===== config.mk =====
export PLATFORM = sky130hd
export DESIGN_NAME = binary_heap_priority_queue
export DESIGN_NICKNAME = d
export VERILOG_FILES = /design/src/rtl/hpq_pkg.sv /design/src/rtl/hpq_ctrl.sv /design/src/rtl/hpq_dp.sv /design/src/rtl/binary_heap_priority_queue.sv
export SDC_FILE = /design/constraint.sdc
export NUM_CORES = 2
export LEC_CHECK = 0
export CORE_MARGIN = 4
export CORE_UTILIZATION = 45
export DETAILED_ROUTE_END_ITERATION = 12
export DONT_BUFFER_PORTS = 1
export PLACE_DENSITY = 0.65
export SLEW_MARGIN = 20
export SYNTH_ARGS = -nofsm -noshare
export SYNTH_HDL_FRONTEND = slang
export SYNTH_SLANG_ARGS = --single-unit

===== constraint.sdc =====
create_clock -name clock -period 22.6 [get_ports clock]
set_clock_uncertainty 0.15 [all_clocks]
set_input_delay 1.13 -clock clock [delete_from_list [all_inputs] [get_ports clock]]
set_output_delay 1.13 -clock clock [all_outputs]
set_load 0.05 [all_outputs]

===== src/rtl/hpq_pkg.sv =====
// Shared types, codes and helpers for the binary heap priority queue.
package hpq_pkg;

   localparam int KEY_W = 32;
   localparam int CNT_W = 7;
   localparam int PW    = CNT_W + 1;
   localparam int CNT_MAX = (1 << CNT_W) - 1;

   localparam logic KIND_INSERT  = 1'b0;
   localparam logic KIND_EXTRACT = 1'b1;

   localparam logic REG_MAX_ORDER = 1'b0;
   localparam logic REG_CAP_LIMIT = 1'b1;

   typedef enum logic [1:0] {
      ST_DONE  = 2'd0,
      ST_FULL  = 2'd1,
      ST_EMPTY = 2'd2
   } status_type;

   typedef enum logic [3:0] {
      S_IDLE,
      S_UP_CHK,
      S_UP_CMP,
      S_EX_LAST,
      S_EX_LOAD,
      S_DN_CHK,
      S_DN_RDR,
      S_DN_CMP,
      S_DONE
   } state_type;

   typedef enum logic [2:0] {
      RD_NONE,
      RD_ROOT,
      RD_LAST,
      RD_PARENT,
      RD_LEFT,
      RD_RIGHT
   } rd_sel_type;

   typedef enum logic [1:0] {
      WR_NONE,
      WR_KEY,
      WR_RD,
      WR_BEST
   } wr_sel_type;

   typedef enum logic [2:0] {
      POS_HOLD,
      POS_NEXT,
      POS_ROOT,
      POS_PARENT,
      POS_BEST
   } pos_sel_type;

   typedef struct packed {
      logic        start;
      logic        err_full;
      logic        err_empty;
      logic        load_key;
      logic        key_from_rd;
      logic        root_cap;
      logic        lval_cap;
      logic        count_inc;
      logic        count_dec;
      logic        out_load;
      rd_sel_type  rd_sel;
      wr_sel_type  wr_sel;
      pos_sel_type pos_sel;
   } cmd_type;

   typedef struct packed {
      logic full;
      logic empty;
      logic pos_root;
      logic left_out;
      logic right_in;
      logic up_swap;
      logic stay;
      logic cnt_zero;
   } flags_type;

   // true when key a belongs above key b
   function automatic logic outranks(logic max_order, logic [KEY_W-1:0] a,
                                     logic [KEY_W-1:0] b);
      return max_order ? (a > b) : (a < b);
   endfunction

endpackage


===== src/rtl/hpq_ctrl.sv =====
// Sequencer for insert and extract: handshakes and per-level sift steps.
module hpq_ctrl import hpq_pkg::*; (
   input  logic      clock,
   input  logic      reset,
   input  logic      req_valid,
   output logic      req_stall,
   input  logic      req_kind,
   output logic      rsp_valid,
   input  logic      rsp_stall,
   input  flags_type flags,
   output cmd_type   cmd
);

   state_type state_ff, state_in;
   logic      rsp_valid_ff, rsp_valid_in;

   always_ff @(posedge clock) begin
      if (reset) begin
         state_ff     <= S_IDLE;
         rsp_valid_ff <= 1'b0;
      end else begin
         state_ff     <= state_in;
         rsp_valid_ff <= rsp_valid_in;
      end
   end

   assign req_stall = (state_ff != S_IDLE);
   assign rsp_valid = rsp_valid_ff;

   always_comb begin
      state_in     = state_ff;
      rsp_valid_in = rsp_valid_ff && rsp_stall;
      cmd          = '0;
      case (state_ff)
         S_IDLE: begin
            if (req_valid) begin
               cmd.start = 1'b1;
               if (req_kind == KIND_INSERT) begin
                  if (flags.full) begin
                     cmd.err_full = 1'b1;
                     state_in     = S_DONE;
                  end else begin
                     cmd.load_key  = 1'b1;
                     cmd.pos_sel   = POS_NEXT;
                     cmd.count_inc = 1'b1;
                     state_in      = S_UP_CHK;
                  end
               end else begin
                  if (flags.empty) begin
                     cmd.err_empty = 1'b1;
                     state_in      = S_DONE;
                  end else begin
                     cmd.rd_sel = RD_ROOT;
                     state_in   = S_EX_LAST;
                  end
               end
            end
         end
         S_UP_CHK: begin
            if (flags.pos_root) begin
               cmd.wr_sel = WR_KEY;
               state_in   = S_DONE;
            end else begin
               cmd.rd_sel = RD_PARENT;
               state_in   = S_UP_CMP;
            end
         end
         S_UP_CMP: begin
            if (flags.up_swap) begin
               cmd.wr_sel  = WR_RD;
               cmd.pos_sel = POS_PARENT;
               state_in    = S_UP_CHK;
            end else begin
               cmd.wr_sel = WR_KEY;
               state_in   = S_DONE;
            end
         end
         S_EX_LAST: begin
            cmd.root_cap  = 1'b1;
            cmd.rd_sel    = RD_LAST;
            cmd.count_dec = 1'b1;
            state_in      = S_EX_LOAD;
         end
         S_EX_LOAD: begin
            cmd.key_from_rd = 1'b1;
            cmd.pos_sel     = POS_ROOT;
            state_in        = flags.cnt_zero ? S_DONE : S_DN_CHK;
         end
         S_DN_CHK: begin
            if (flags.left_out) begin
               cmd.wr_sel = WR_KEY;
               state_in   = S_DONE;
            end else begin
               cmd.rd_sel = RD_LEFT;
               state_in   = S_DN_RDR;
            end
         end
         S_DN_RDR: begin
            cmd.lval_cap = 1'b1;
            if (flags.right_in) begin
               cmd.rd_sel = RD_RIGHT;
            end
            state_in = S_DN_CMP;
         end
         S_DN_CMP: begin
            if (flags.stay) begin
               cmd.wr_sel = WR_KEY;
               state_in   = S_DONE;
            end else begin
               cmd.wr_sel  = WR_BEST;
               cmd.pos_sel = POS_BEST;
               state_in    = S_DN_CHK;
            end
         end
         S_DONE: begin
            if (!rsp_valid_ff || !rsp_stall) begin
               cmd.out_load = 1'b1;
               rsp_valid_in = 1'b1;
               state_in     = S_IDLE;
            end
         end
         default: begin
            state_in = S_IDLE;
         end
      endcase
   end

endmodule


===== src/rtl/hpq_dp.sv =====
// Heap datapath: key memory, sift registers, compares and result register.
module hpq_dp import hpq_pkg::*; #(
   parameter int CAPACITY = 64
) (
   input  logic             clock,
   input  logic             reset,
   input  cmd_type          cmd,
   output flags_type        flags,
   input  logic             max_order,
   input  logic [CNT_W-1:0] cap_limit,
   input  logic [KEY_W-1:0] req_new_key,
   output logic [KEY_W-1:0] rsp_root_key,
   output logic [1:0]       rsp_status,
   output logic [CNT_W-1:0] rsp_fill_count
);

   localparam int AW = $clog2(CAPACITY + 1);
   localparam int CAP_SAT_I = (CAPACITY > CNT_MAX) ? CNT_MAX : CAPACITY;
   localparam logic [CNT_W-1:0] CAP_SAT = CNT_W'(CAP_SAT_I);

   logic [KEY_W-1:0] mem [0:CAPACITY];

   logic [CNT_W-1:0] cnt_ff, cnt_in;
   logic [PW-1:0]    pos_ff, pos_in;
   logic [KEY_W-1:0] key_ff, key_in;
   logic [KEY_W-1:0] lval_ff, lval_in;
   logic [KEY_W-1:0] root_ff, root_in;
   status_type       status_ff, status_in;
   logic [KEY_W-1:0] rd_data_ff;
   logic [KEY_W-1:0] out_root_ff;
   status_type       out_status_ff;
   logic [CNT_W-1:0] out_fill_ff;

   logic [CNT_W-1:0] limit;
   logic [PW-1:0]    cnt_x, lc, rc, parent, best_pos, rd_pos;
   logic [KEY_W-1:0] best_val, cur_val, wr_data;
   logic             take_l, take_r, we;

   function automatic logic [AW-1:0] to_addr(logic [PW-1:0] p);
      logic [AW+PW-1:0] w;
      w = {{AW{1'b0}}, p};
      return w[AW-1:0];
   endfunction

   assign limit  = (cap_limit < CAP_SAT) ? cap_limit : CAP_SAT;
   assign cnt_x  = {1'b0, cnt_ff};
   assign lc     = {pos_ff[PW-2:0], 1'b0};
   assign rc     = {pos_ff[PW-2:0], 1'b1};
   assign parent = pos_ff >> 1;

   assign take_l   = outranks(max_order, lval_ff, key_ff);
   assign cur_val  = take_l ? lval_ff : key_ff;
   assign take_r   = (rc <= cnt_x) && outranks(max_order, rd_data_ff, cur_val);
   assign best_pos = take_r ? rc : (take_l ? lc : pos_ff);
   assign best_val = take_r ? rd_data_ff : lval_ff;

   always_comb begin
      flags.full     = (cnt_ff >= limit);
      flags.empty    = (cnt_ff == '0) || (cnt_ff > CAP_SAT);
      flags.pos_root = (pos_ff == PW'(1));
      flags.left_out = (lc > cnt_x);
      flags.right_in = (rc <= cnt_x);
      flags.up_swap  = outranks(max_order, key_ff, rd_data_ff);
      flags.stay     = !take_l && !take_r;
      flags.cnt_zero = (cnt_ff == '0);
   end

   always_comb begin
      case (cmd.rd_sel)
         RD_ROOT:   rd_pos = PW'(1);
         RD_LAST:   rd_pos = cnt_x;
         RD_PARENT: rd_pos = parent;
         RD_LEFT:   rd_pos = lc;
         RD_RIGHT:  rd_pos = rc;
         default:   rd_pos = PW'(1);
      endcase
   end

   always_comb begin
      we = 1'b1;
      case (cmd.wr_sel)
         WR_KEY:  wr_data = key_ff;
         WR_RD:   wr_data = rd_data_ff;
         WR_BEST: wr_data = best_val;
         default: begin
            wr_data = key_ff;
            we      = 1'b0;
         end
      endcase
   end

   always_comb begin
      case (cmd.pos_sel)
         POS_NEXT:   pos_in = cnt_x + PW'(1);
         POS_ROOT:   pos_in = PW'(1);
         POS_PARENT: pos_in = parent;
         POS_BEST:   pos_in = best_pos;
         default:    pos_in = pos_ff;
      endcase
   end

   always_comb begin
      cnt_in    = cnt_ff;
      key_in    = key_ff;
      lval_in   = lval_ff;
      root_in   = root_ff;
      status_in = status_ff;
      if (cmd.count_inc) begin
         cnt_in = cnt_ff + CNT_W'(1);
      end else if (cmd.count_dec) begin
         cnt_in = cnt_ff - CNT_W'(1);
      end
      if (cmd.load_key) begin
         key_in = req_new_key;
      end else if (cmd.key_from_rd) begin
         key_in = rd_data_ff;
      end
      if (cmd.lval_cap) begin
         lval_in = rd_data_ff;
      end
      if (cmd.start) begin
         root_in = '0;
         if (cmd.err_full) begin
            status_in = ST_FULL;
         end else if (cmd.err_empty) begin
            status_in = ST_EMPTY;
         end else begin
            status_in = ST_DONE;
         end
      end else if (cmd.root_cap) begin
         root_in = rd_data_ff;
      end
   end

   always_ff @(posedge clock) begin
      if (reset) begin
         cnt_ff <= '0;
      end else begin
         cnt_ff <= cnt_in;
      end
   end

   always_ff @(posedge clock) begin
      pos_ff    <= pos_in;
      key_ff    <= key_in;
      lval_ff   <= lval_in;
      root_ff   <= root_in;
      status_ff <= status_in;
      if (cmd.out_load) begin
         out_root_ff   <= root_ff;
         out_status_ff <= status_ff;
         out_fill_ff   <= cnt_ff;
      end
   end

   always_ff @(posedge clock) begin
      if (we) begin
         mem[to_addr(pos_ff)] <= wr_data;
      end
      if (cmd.rd_sel != RD_NONE) begin
         rd_data_ff <= mem[to_addr(rd_pos)];
      end
   end

   assign rsp_root_key   = out_root_ff;
   assign rsp_status     = out_status_ff;
   assign rsp_fill_count = out_fill_ff;

endmodule


===== src/rtl/binary_heap_priority_queue.sv =====
// Binary heap priority queue top level: register port, sequencer and datapath.
// Holds up to CAPACITY 32-bit unsigned keys (never more than capacity_limit) in one
// single-port key memory with registered read data. One operation is worked at a
// time. An insert lets the new key climb level by level from the next free slot;
// an extract reports the root, moves the last key to the root and, unless that
// empties the heap, lets it sink level by level. Each level costs one or two
// memory reads with registered data. A finished result sits in the output register
// while the next request is taken, and stays put while rsp_stall is high.
module binary_heap_priority_queue import hpq_pkg::*; #(
   parameter int CAPACITY = 64
) (
   input  logic             clock,
   input  logic             reset,
   input  logic             req_valid,
   output logic             req_stall,
   input  logic             req_kind,
   input  logic [KEY_W-1:0] req_new_key,
   output logic             rsp_valid,
   input  logic             rsp_stall,
   output logic [KEY_W-1:0] rsp_root_key,
   output logic [1:0]       rsp_status,
   output logic [CNT_W-1:0] rsp_fill_count,
   input  logic             psel,
   input  logic             penable,
   input  logic             pwrite,
   input  logic [2:0]       paddr,
   input  logic [31:0]      pwdata,
   output logic [31:0]      prdata,
   output logic             pready
);

   logic             max_order_ff, max_order_in;
   logic [CNT_W-1:0] cap_limit_ff, cap_limit_in;
   logic             csr_wr;
   cmd_type          cmd;
   flags_type        flags;

   assign pready = 1'b1;
   assign csr_wr = psel && penable && pwrite;

   always_comb begin
      max_order_in = max_order_ff;
      cap_limit_in = cap_limit_ff;
      if (csr_wr) begin
         case (paddr[2])
            REG_MAX_ORDER: max_order_in = pwdata[0];
            REG_CAP_LIMIT: cap_limit_in = pwdata[CNT_W-1:0];
            default:       max_order_in = max_order_ff;
         endcase
      end
   end

   always_comb begin
      case (paddr[2])
         REG_MAX_ORDER: prdata = {31'b0, max_order_ff};
         REG_CAP_LIMIT: prdata = {{(32-CNT_W){1'b0}}, cap_limit_ff};
         default:       prdata = '0;
      endcase
   end

   always_ff @(posedge clock) begin
      if (reset) begin
         max_order_ff <= 1'b1;
         cap_limit_ff <= CNT_W'(64);
      end else begin
         max_order_ff <= max_order_in;
         cap_limit_ff <= cap_limit_in;
      end
   end

   hpq_ctrl u_ctrl (
      .clock     (clock),
      .reset     (reset),
      .req_valid (req_valid),
      .req_stall (req_stall),
      .req_kind  (req_kind),
      .rsp_valid (rsp_valid),
      .rsp_stall (rsp_stall),
      .flags     (flags),
      .cmd       (cmd)
   );

   hpq_dp #(
      .CAPACITY (CAPACITY)
   ) u_dp (
      .clock          (clock),
      .reset          (reset),
      .cmd            (cmd),
      .flags          (flags),
      .max_order      (max_order_ff),
      .cap_limit      (cap_limit_ff),
      .req_new_key    (req_new_key),
      .rsp_root_key   (rsp_root_key),
      .rsp_status     (rsp_status),
      .rsp_fill_count (rsp_fill_count)
   );

   // one operation at a time
   assert property (@(posedge clock) disable iff (reset)
      (req_valid && !req_stall) |=> req_stall)
      else $error("request taken while an operation is in flight");

   // refused transfers carry a zero key
   assert property (@(posedge clock) disable iff (reset)
      (rsp_valid && rsp_status != ST_DONE) |-> (rsp_root_key == '0))
      else $error("refused operation reports a key");

   // empty refusal only with nothing stored
   assert property (@(posedge clock) disable iff (reset)
      (rsp_valid && rsp_status == ST_EMPTY) |-> (rsp_fill_count == '0))
      else $error("empty refusal with keys stored");

endmodule

# Yosys cells after proc, flatten, opt, wreduce, memory -nomap -nowiden
# Memories as Yosys holds them, arrays and structs flattened. A register that Yosys moved wholly into a read port is not among the register bits.
# Cells that the tools add are included.
# totals
ff_bits	167
inputBits	75
mem_count	1
ram_bits	2080
output_inout_bits	76
wordCells	141
# memory_table
name	words	word_bits	read_ports	rd_ports_with_merged_regs	write_ports	line	source
u_dp.mem	65	32	1	1	1	hpq_dp.sv:21	logic [KEY_W-1:0] mem [0:CAPACITY];
# classes
n_mux	66
eq_ne	23
add_sub_neg	3
n_lt_le_gt_ge	11
bitwise	1
n_reduce_logical	23
# ops
op	count
$mux 32	4
$pmux 32 s2	2
$gt 32x32->1	3
$lt 32x32->1	3
$mux 4	12
$pmux 4 s9	1
$pmux 8 s4	1
$pmux 7 s4	1
$mux 1	25
$mux 3	7
$mux 7	3
$eq 4x3->1 const B	4
$mux 8	2
$pmux 3 s5	1
$eq 3x2->1 const B	4
$pmux 3 s4	1
$mux 2	5
$eq 3x3->1 const B	3
$add 7x1->8 const B	1
$eq 4x2->1 const B	2
$eq 8x1->1 const B	1
$gt 8x7->1	1
$le 8x7->1	1
$pmux 2 s4	1
24 further kinds	38

# Depth between registers and ports, before layout
# logic_depth
ltp_word	15
mapped_depth	26
mapped_depth_nobuf	23

# Hierarchy
# Synthesis repeated with hierarchy kept, for this count alone.
# unflattened
hier_cells	10810
hier_area_um2	115650.9
# by_module_without_submodules
mod	area_per_inst_um2	seq_area_each_um2	n_inst	cells_per_inst
hpq_dp	114434.8	67654.9	1	10657
binary_heap_priority_queue	623.1	160.2	1	71
hpq_ctrl	593.1	100.1	1	82

# Least setup slack after synthesis
# Ideal clock, no wire load.
# synth_timing
path_type	register to register
from	register u_dp.lval_ff[17]
to	memory u_dp.mem[0][21], data pin
arrival_time_ps	7802
t_required_ps	21704
setup_slack_ps	13902
setup_ps	746
synth_period_minus_slack_ps	8698
n_path_buf	3
stages_incl_launch_ff	26
path_cell_list	edfxtp_1 ha_1 a21o_1 a21oi_1 nor2b_1 o21ai_0 a221oi_1 a2111oi_0 nand3_1 nand2_1 clkbuf_1 buf_1 nor2_1 a21oi_1 ha_1 a21o_1 a21o_1 a221o_1 a221oi_1 o21ai_1 a221oi_1 mux2_2 a21oi_1 buf_2 nor2_1 a221oi_1
# synth_between
elab_chain_len	12
word_cells_on_any_way	17
classes_between	order compare: 4; eq/ne: 2; mux: 7; reduce/logical: 4
# synth_lines
element	line	source
start, declared	hpq_dp.sv:26	logic [KEY_W-1:0] lval_ff, lval_in;
start signal, assigned	hpq_dp.sv:146	lval_ff <= lval_in;
$lt 32x32->1 or $gt 32x32->1 (tied branches)	hpq_pkg.sv:87	return max_order ? (a > b) : (a < b);
$mux 1	hpq_pkg.sv:87	
$mux 32	hpq_dp.sv:52	assign cur_val = take_l ? lval_ff : key_ff;
$lt 32x32->1 or $gt 32x32->1 (tied branches)	hpq_pkg.sv:87	
$mux 1	hpq_pkg.sv:87	
$logic_and 1x1->1	hpq_dp.sv:53	assign take_r = (rc <= cnt_x) && outranks(max_order, rd_data_ff, cur_val);
$logic_not 1->1	hpq_dp.sv:64	flags.stay = !take_l && !take_r;
$logic_and 1x1->1	hpq_dp.sv:64	
$mux 2	hpq_ctrl.sv:106	if (flags.stay) begin
$pmux 2 s4	hpq_ctrl.sv:34	case (state_ff)
$eq 2x2->1	hpq_dp.sv:81	case (cmd.wr_sel)
$pmux 32 s2 *	hpq_dp.sv:81	
named net u_dp.wr_data[21]	hpq_dp.sv:36	logic [KEY_W-1:0] best_val, cur_val, wr_data;
end, declared	hpq_dp.sv:21	
# Mark *: on every way through the listed nets, which the timed path passes. The rest lies on a longest branch.

# Final worst setup path
# layout_timing
from	register u_dp.key_ff[17]
to	memory u_dp.mem[28][5], data pin
# layout_between
elab_chain_len	12
word_cells_on_any_way	21
classes_between	order compare: 6; eq/ne: 2; mux: 9; reduce/logical: 4
# layout_lines
element	line	source
start, declared	hpq_dp.sv:25	logic [KEY_W-1:0] key_ff, key_in;
start signal, assigned	hpq_dp.sv:145	key_ff <= key_in;
$lt 32x32->1 or $gt 32x32->1 (tied branches)	hpq_pkg.sv:87	
$mux 1	hpq_pkg.sv:87	
$mux 32	hpq_dp.sv:52	
$lt 32x32->1 or $gt 32x32->1 (tied branches)	hpq_pkg.sv:87	
$mux 1	hpq_pkg.sv:87	
$logic_and 1x1->1	hpq_dp.sv:53	
$logic_not 1->1	hpq_dp.sv:64	
$logic_and 1x1->1	hpq_dp.sv:64	
$mux 2	hpq_ctrl.sv:106	
$pmux 2 s4	hpq_ctrl.sv:34	
$eq 2x2->1	hpq_dp.sv:81	
$pmux 32 s2 *	hpq_dp.sv:81	
named net u_dp.wr_data[5]	hpq_dp.sv:36	
# Marks and branches as above.

==> impl_metrics.ini <==
[clock_tree]
max-clock-path-buffers = 3
clock_latency_ps = 890
ctsRootBufferMaster = clkbuf_16
cts_tree = built
post_cts_buffers = 0
ctsHoldBuffers = 0
postCtsResizedCells = 0
clk_pin_slew_ps = 60
htree_levels = 4
cts_num_sinks = 2279
numCtsBuffers = 215

[final_layout]
nets = 5491
design_area_um2 = 102000
multi_input_area_um2 = 22100
nFillCells = 15900
area_delta_synth_final_pct = 11.7
stdcell_count = 8148
seqCellArea_um2 = 67900
layout-drive-gt1-share_pct = 18.0

[synth]
avgSynthCellArea_um2 = 17.5
ys_ff_latch = 2279
async_reset_ff_share_pct = 0
syn_inst = 5207
syn_area_um2 = 91100
ys.flop_type = edfxtp_1
ys_types = 81
synth_warnings = 0
yosysSeqAreaShare_pct = 74.6
synth_edf_count = 2227

[drt]
wl_um = 240000
avgViaCountPerCell = 6.09
ant_nets = 0
vias = 49600
dr.pass1.iters = 5
wl_per_cell_um = 29.4
drc = 0
drtIter0Drc = 6499

[global_routing]
gr-total-overflow = 0
grt_max_degree = 139
grt_antenna_before_repair = 14
grt_use_total_pct = 22.6
grt_pass1_wl_um = 343000
grt_pass1_vias = 48400

[timing]
tns_ps = 0
finalCriticalPeriod_ps = 8140
setup_ws_ps = 14460
max_slew_margin_pct = 21.0
max_freq_mhz = 123
setup_viol = 0
rsz0062_at_grt = false
period_share_pct = 36.0
report.final.slew_viol_count = 0
hold_viol_final = 0
worst_slew_pin_slew_ps = 1180

[place]
dp_hpwl_um = 131000
gp_congestion = 0.876
dpl_worst_slack_ps = 14530
placed_cell_area_um2 = 95000
portBuffers = 0
place_inst = 7736

[power]
p_sw_w = 0.00404
p_leak_nw = 31.9
peakVddDrop_v = 0.0000982
internal_power_w = 0.00824
p_sw_share_pct = 32.9
p_clk_share_pct = 28.1
power_frac_seq_pct = 44.9
power_frac_comb_pct = 27.0
power.density_nw_per_um2 = 121

[floorplanning]
start_util_pct = 45.4
die-area_um2 = 210000
pin_count = 151
row_count = 164
coreArea_um2 = 200000
dieHeight_um = 458
die_width_um = 458

[critical_path]
cp-start-kind = flop
worst_setup_path_end_kind = flop
critical_path_class = reg2reg
cp.required_ps = 22980
crit_path_max_fanout = 65
cp_data_arrival_time_ps = 8520

[outcome]
status = finished, final reports clean

[min_path]
hold_path_class = in2reg

[flow_run]
drv_cap = 0
[synthesized netlist by cell type, drive strengths merged, types with 11 or more instances]
cell | n | area, µm²
nand2b | 12 | 75.1
or3 | 34 | 213
a21oi | 269 | 1350
buf | 154 | 1050
mux2i | 57 | 571
o22ai | 65 | 407
o21ai | 95 | 475
nand4 | 20 | 125
dfxtp | 52 | 1040
nand2 | 635 | 2380
o31ai | 28 | 210
ha | 117 | 1460
edfxtp | 2227 | 66900
mux4 | 398 | 8960
a32oi | 29 | 254
a21o | 35 | 263
nor3 | 14 | 75.1
inv | 89 | 334
o221ai | 27 | 236
nor4 | 11 | 68.8
a221o | 23 | 230
nor2 | 231 | 880
o311a | 28 | 280
a22oi | 66 | 495
o22a | 28 | 245
nand3 | 176 | 881
clkbuf | 161 | 604
[worst max-delay path: stages, from the launching register on]
cell,delay (ps)
edfxtp_1,420
inv_1,100
ha_1,250
a21o_1,180
a21oi_1,200
nor2b_1,70
o21ai_0,170
a221oi_1,140
a2111oi_0,450
buf_4,220
nand3_1,140
nand2_2,100
buf_4,510
nor2_1,80
a21oi_1,150
ha_1,260
a21o_1,180
a21o_1,180
a221o_1,290
a221oi_1,230
o21ai_1,180
a221oi_1,560
mux2_2,460
nor2_1,150
and2_1,870
a221o_2,340
buf_4,670
[area by class of cell]
| cell class | instances | area share, % |
|---|---|---|
| Sequential cell | 2279 | 66.7 |
| Tap cell | 2656 | 3.27 |
| Clock buffer | 267 | 5.51 |
| Clock inverter | 131 | 1.10 |
| Multi-Input combinational cell | 2546 | 21.7 |
| Inverter | 91 | 0.336 |
| Timing Repair Buffer | 165 | 1.29 |
| Antenna cell | 13 | 0.0320 |
[worst paths after layout]
check             slack (ps)              start  cells after the start            endpoint
setup / recovery       14460    u_dp.key_ff[17]                     26     u_dp.mem[28][5]
hold / removal           170              reset                      1     cap_limit_ff[2]
setup reg to reg       14460    u_dp.key_ff[17]                     26     u_dp.mem[28][5]
hold reg to reg          270  u_dp.status_ff[0]                      0  u_dp.rsp_status[0]
[power groups by stage]
stage          clock network (W)  registers [W]  logic, W
6_report                 0.00345        0.00551   0.00332
4_1_cts                  0.00351        0.00551   0.00329
2_1_floorplan                  0        0.00556   0.00206
5_1_grt                  0.00369        0.00552   0.00355
3_3_place_gp                   0        0.00559   0.00321
3_5_place_dp                   0        0.00559   0.00328
[through the flow]
| step | total power [W] | hold WS [ps] | util (%) |
|---|---|---|---|
| detailed placement | 0.00887 | 256 | 47.4 |
| finish | 0.0123 | 171 | 50.8 |
| CTS | 0.0123 | 118 | 50.7 |
| floorplan | 0.00762 | 250 | - |
| global placement | 0.00880 | 252 | 47.4 |
| global route | 0.0128 | 138 | 50.7 |
[metal layers]
metal	wire length, µm	GRT usage, %	share of wire [%]	up-vias
met5	0	0	0	-
met4	10300	9.16	4.3	0
met3	22300	4.67	9.3	402
met2	113000	35.7	47	2472
met1	94400	30.8	39	25900
li1	-	-	-	20800
[flip-flops by register name, summed over array words and instances (netlist names)]
register and cells:
u_dp.rsp_fill_count 7, u_ctrl.rsp_valid 1, u_dp.cnt_ff 7, u_ctrl.state_ff 4, u_dp.root_ff 32, cap_limit_ff 7, u_dp.rd_data_ff 32, u_dp.key_ff 32
u_dp.pos_ff 8, u_dp.rsp_root_key 32, u_dp.lval_ff 32, max_order_ff 1, u_dp.rsp_status 2, u_dp.status_ff 2, u_dp.mem 2080
[layout by cell type (no fill, tap or decap), drive strengths merged, types with 29 or more instances in the layout]
cell type  synthesis  final
o22ai             65     65
ha               117    117
edfxtp          2227   2227
mux2i             57     57
clkinv             2    109
mux4             398    398
or3               34     34
a32oi             29     29
a21oi            269    269
clkbuf           161    267
dfxtp             52     52
inv               89     96
nand3            176    176
a21o              35     35
nand2            635    635
o21ai             95     95
buf              154    165
a22oi             66     66
nor2             231    231
[cell families after synthesis]
kind of cell,count (synthesis),synth area share (%)
adders and majority gates,118,1.63
buffers and inverters,406,2.19
DFF,2279,74.6
xor gates and xnor gates,11,0.106
other,2,0.00825
and+or+nand+nor,1181,5.56
AOI/OAI and AO/OA,753,5.45
muxes,457,10.5
Power figures use the tool's default switching activity.
